File: src/sv/assert_macros.svh
// assertion macros shared by the run-length line map modules
// expects a clock named clk and an active-low reset named rst_n in scope
`ifndef ASSERT_MACROS_SVH
`define ASSERT_MACROS_SVH

// property must hold at every clock outside reset
`define RLLM_ASSERT(label, prop, msg) \
    label: assert property (@(posedge clk) disable iff (!rst_n) prop) else $error(msg);

// expression must never be true outside reset
`define RLLM_NEVER(label, expr, msg) \
    label: assert property (@(posedge clk) disable iff (!rst_n) !(expr)) else $error(msg);

`endif

File: src/sv/rllm_pkg.sv
// shared types and constants for the run-length line map
// no dependencies
package rllm_pkg;

    localparam int MAX_RUNS_DEF = 256;

    localparam int LINE_W   = 32;
    localparam int POS_W    = 32;
    localparam int LEN_W    = 8;
    localparam int BOUND_W  = 16;
    localparam int STATUS_W = 2;
    localparam int ENTRY_W  = LINE_W + 2 * BOUND_W;

    localparam logic REQ_ADD    = 1'b0;
    localparam logic REQ_LOOKUP = 1'b1;

    localparam logic [STATUS_W-1:0] ST_DONE  = 2'd0;
    localparam logic [STATUS_W-1:0] ST_NOMAP = 2'd1;
    localparam logic [STATUS_W-1:0] ST_FULL  = 2'd2;

    typedef enum logic [1:0] {
        RES_ADD,
        RES_HIT,
        RES_NOMAP
    } res_sel_t;

    typedef struct packed {
        logic     capture;
        logic     add_exec;
        logic     issue;
        logic     pend_load;
        res_sel_t pend_sel;
        logic     out_load;
    } dp_cmd_t;

    typedef struct packed {
        logic req_lookup;
        logic count_zero;
        logic issue_done;
        logic chk_valid;
        logic chk_last;
        logic hit;
    } dp_sts_t;

endpackage

File: src/sv/rllm_ctrl.sv
// controller: sequences add, scan and result hand-off, owns the output valid
// depends on rllm_pkg and assert_macros.svh
`include "assert_macros.svh"

module rllm_ctrl (
    input  logic              clk,
    input  logic              rst_n,
    input  logic              in_valid,
    output logic              in_ready,
    output logic              out_valid,
    input  logic              out_ready,
    output rllm_pkg::dp_cmd_t cmd,
    input  rllm_pkg::dp_sts_t sts
);

    typedef enum logic [1:0] {
        S_IDLE,
        S_ADD,
        S_SCAN,
        S_RESULT
    } state_t;

    state_t state_reg, state_next;
    logic   out_valid_reg, out_valid_next;
    logic   out_free;

    assign out_free = !out_valid_reg || out_ready;

    always_comb
    begin
        state_next = state_reg;
        cmd        = '0;
        cmd.pend_sel = rllm_pkg::RES_NOMAP;
        case (state_reg)
            S_IDLE:
            begin
                if (in_valid)
                begin
                    cmd.capture = 1'b1;
                    if (!sts.req_lookup)
                    begin
                        state_next = S_ADD;
                    end
                    else if (sts.count_zero)
                    begin
                        // empty table: answer right away
                        cmd.pend_load = 1'b1;
                        cmd.pend_sel  = rllm_pkg::RES_NOMAP;
                        state_next    = S_RESULT;
                    end
                    else
                    begin
                        state_next = S_SCAN;
                    end
                end
            end
            S_ADD:
            begin
                cmd.add_exec  = 1'b1;
                cmd.pend_load = 1'b1;
                cmd.pend_sel  = rllm_pkg::RES_ADD;
                state_next    = S_RESULT;
            end
            S_SCAN:
            begin
                cmd.issue = !sts.issue_done;
                if (sts.chk_valid && sts.hit)
                begin
                    cmd.pend_load = 1'b1;
                    cmd.pend_sel  = rllm_pkg::RES_HIT;
                    state_next    = S_RESULT;
                end
                else if (sts.chk_valid && sts.chk_last)
                begin
                    cmd.pend_load = 1'b1;
                    cmd.pend_sel  = rllm_pkg::RES_NOMAP;
                    state_next    = S_RESULT;
                end
            end
            S_RESULT:
            begin
                if (out_free)
                begin
                    cmd.out_load = 1'b1;
                    state_next   = S_IDLE;
                end
            end
            default:
            begin
                state_next = S_IDLE;
            end
        endcase
    end

    always_comb
    begin
        if (cmd.out_load)
        begin
            out_valid_next = 1'b1;
        end
        else if (out_ready)
        begin
            out_valid_next = 1'b0;
        end
        else
        begin
            out_valid_next = out_valid_reg;
        end
    end

    always_ff @(posedge clk or negedge rst_n)
    begin
        if (!rst_n)
        begin
            state_reg     <= S_IDLE;
            out_valid_reg <= 1'b0;
        end
        else
        begin
            state_reg     <= state_next;
            out_valid_reg <= out_valid_next;
        end
    end

    assign in_ready  = (state_reg == S_IDLE);
    assign out_valid = out_valid_reg;

    `RLLM_ASSERT(a_no_overwrite, cmd.out_load |-> (!out_valid_reg || out_ready), "output beat overwritten before taken")
    `RLLM_ASSERT(a_scan_nonempty, (state_reg == S_SCAN) |-> !sts.count_zero, "scan started on an empty table")

endmodule

File: config.mk
export PLATFORM = sky130hd
export DESIGN_NAME = rllm_ctrl
export DESIGN_NICKNAME = d
export VERILOG_FILES = /design/src/sv/rllm_pkg.sv /design/src/sv/rllm_ctrl.sv
export VERILOG_INCLUDE_DIRS = /design/src /design/src/sv
export SDC_FILE = /design/constraint.sdc
export NUM_CORES = 1
export LEC_CHECK = 0
export ABC_AREA = 1
export ABC_CLOCK_PERIOD_IN_PS = 2500
export BUFFER_PORTS_ARGS = -buffer_cell sky130_fd_sc_hd__buf_2
export CAP_MARGIN = 20
export CORE_AREA = 2 2 39 41
export CTS_CLUSTER_DIAMETER = 120
export CTS_CLUSTER_SIZE = 8
export DETAILED_ROUTE_END_ITERATION = 10
export DIE_AREA = 0 0 41 43
export PLACE_DENSITY = 0.5
export SLEW_MARGIN = 20
export SYNTH_ARGS = -nofsm -noshare
export SYNTH_HDL_FRONTEND = slang
export SYNTH_SLANG_ARGS = --single-unit
File: constraint.sdc
create_clock -name clk -period 2.5 [get_ports clk]
set_input_delay 0.5 -clock clk [delete_from_list [all_inputs] [get_ports clk]]
set_output_delay 0.5 -clock clk [all_outputs]
set_load 0.02 [all_outputs]
==> key figures <==
Worst setup path
  – Crit-path max FO: 6
  – Critical Path Max Stage Delay: around 420 ps
  – Most frequent CP cell: nor2_1
  – Crit start category: register
  – CP required: 2000 ps
  – Reg2reg path depth: 7
  – Setup crit end kind: output port
  – Slowest-stage cell, CP: dfrtp_1
  – Crit path depth: 7
  – Cell family contributing the most delay on the critical path: flip-flops
  – WP buf/inv: 2
  – CP arrival: 1520 ps
  – Critical path class: register to output port
  – Crit-path cells: inv_1, ha_1, nand2_2, nor2_1, nor2_1, a21oi_1, buf_2

STA
  – Final setup viols: 0
  – Slew Viols, Final: 0
  – Final setup TNS: 0 ps
  – Period utilisation layout: 0.807
  – Max Fclk: 496 MHz
  – Final Hold Viols: 0
  – Clock Skew: 3.61 ps
  – Worst setup margin: 483 ps
  – RSZ-0062 raised after global routing: no
  – Minimum clock period: 2020 ps
  – Worst Max-Slew Pin Slew: 209 ps
  – Slew headroom: 0.861

Finish
  – Non-Filler Instances: 89
  – # diodes: 0
  – Layout cells sized above 1: 0.301
  – Most frequent cells in the layout: 20 x nand2_1, 18 x buf_2, 10 x inv_1
  – P&R area growth vs syn: 40.2%
  – Fin nets: 89
  – Most common cell after layout, fill and taps aside: nand2_1
  – Fillers: between 150 and 200
  – Max reg flops: 2

Clock tree
  – Maximum root-to-sink buffer count: 2
  – CTS Buf Count: 3
  – Post-cts resize count: 0
  – Worst-path clk slew: 40 ps
  – Clock root buffer: clkbuf_4
  – Post-CTS Setup Bufs: 0
  – H-tree levels: 1
  – CTS tree: yes
  – Clk sinks: 3
  – Hold_buf cts: 0
  – Clk Latency, worst-skew pair: 230 ps

Pwr
  – Power density cells: 1270 mW/mm2
  – Seq pwr share: 0.181
  – Comb pwr share: 0.673
  – Leakage: slightly below 0.3 nW
  – Internal power: between 0.0002 and 0.0003 W
  – P_sw: 0.000298 W
  – Worst vdd ir: 0.294 mV
  – Clock power frac: 0.145
  – Switch share: 0.522

Die
  – Top Ports: 19
  – Starting density of the core: 0.231
  – Die W: 41 um
  – Die area: 0.00176 mm2
  – Std-Cell Rows: 14
  – Die Ht: 43 um
  – Placeable Area: 0.00138 mm2

Routing
  – WL final: approximately 660 um
  – Detail Route Antenna Nets: 0
  – DRC Markers: 0
  – WL per Instance: around 7.4 um
  – Via density: around 4
  – Vias post-DR: 363
  – Drt first-iter violations: 11
  – Drt pass-1 iters: 4

Run
  – Max-cap violation count: 0

Place
  – Placed insts: 85
  – HPWL Detailed: 573 um
  – Setup WS pre-CTS: 724 ps
  – Routability cong.: between 0.6 and 0.7
  – PortBufs: 18

Min path
  – HP Class: input port to asynchronous set/reset pin

Logic synthesis
  – Mapped Area: between 300 and 400 um2
  – Sequential share of the synthesized area: 0.234
  – Syn nets: between 60 and 70
  – Post-Syn Instances: 52
  – Unique masters post-synth: 10
  – FF+latch count, synth: 3
  – Synth warn: 0
  – Syn Area/Cell: 6.16 um2

Global routing
  – Global Route Usage Sum: 0.0836
  – Antenna violations before repair: 0
  – Wire length of the first global-routing pass: 1000 um
  – Largest net degree at the start of global routing: 7
  – GRT Residual Overflow: 0
  – Vias in the first global route: 290

Status
  – Status: completed
synth_stat cells (all sizes together):
cell type	n	area, um2
a21oi	3	15.0
buf	1	7.51
dfrtp	3	75.1
ha	5	62.6
inv	10	37.5
nand2	21	81.3
nand3	5	25.0
nor2	3	11.3
nor3	1	5.00
layout make-up:
type | count | area, um2 | area share
inverters | 10 | 37.5 | 0.0836
multi-input cells | 38 | 200 | 0.446
well taps | 16 | 20.0 | 0.0446
repair buffers | 18 | 90.1 | 0.201
flip-flops and latches | 3 | 75.1 | 0.167
clock buffers | 4 | 26.3 | 0.0585
worst register-to-register path, cell delays in order (launching register included):
cell	delay, ps
dfrtp_1	420
inv_1	100
ha_1	270
nand2_1	110
nand2_1	80
inv_1	50
nand3_1	60
nand2_1	60
power by group through the flow:
stage	clock (W)	combinational, W	sequential (W)
2_1_floorplan	0	0.000288	0.000107
3_3_place_gp	0	0.000397	0.000102
3_5_place_dp	0	0.000390	0.000103
4_1_cts	0.0000875	0.000392	0.000103
5_1_grt	0.0000938	0.000445	0.000109
6_report	0.0000830	0.000385	0.000104
cells by family (layout without fill, tap and decap cells):
family	after synthesis	in the layout	share of synthesized area
AOI/OAI and AO/OA	3	3	0.0469
adders and majority gates	5	5	0.195
buffers and inverters	11	32	0.141
DFF	3	3	0.234
and+or+nand+nor	30	30	0.383
layer usage:
layer / wire length (um) / vias up / share of wire / global-route usage
met1: 274 / 153 / 0.42 / 0.0812
li1: - / 199 / - / -
met2: 337 / 11 / 0.51 / 0.144
met5: 0 / - / 0 / 0
met3: 46 / 0 / 0.070 / 0.0314
met4: 0 / 0 / 0 / 0.0400
stage by stage:
stage          hold WS [ps]  utilization  total power [W]  area, um2
6_report               55.7        0.325         0.000572        449
3_3_place_gp            297        0.306         0.000499        423
5_1_grt                49.0        0.325         0.000647        449
4_1_cts                50.4        0.325         0.000583        449
2_1_floorplan           204            -         0.000395        320
3_5_place_dp            298        0.306         0.000493        423
path summary, 6_finish.rpt:
path	from	to	slack [ps]
min in group clk	out_valid	out_valid	530
worst min-delay path	rst_n	out_valid	60
worst min register to register	out_valid	out_valid	530
max in group asynchronous	rst_n	state_reg[1]	2340
worst max register to register	state_reg[0]	state_reg[0]	1250
worst max-delay path	state_reg[0]	cmd[3]	480
Note: power is estimated with default switching activity, not from simulation.
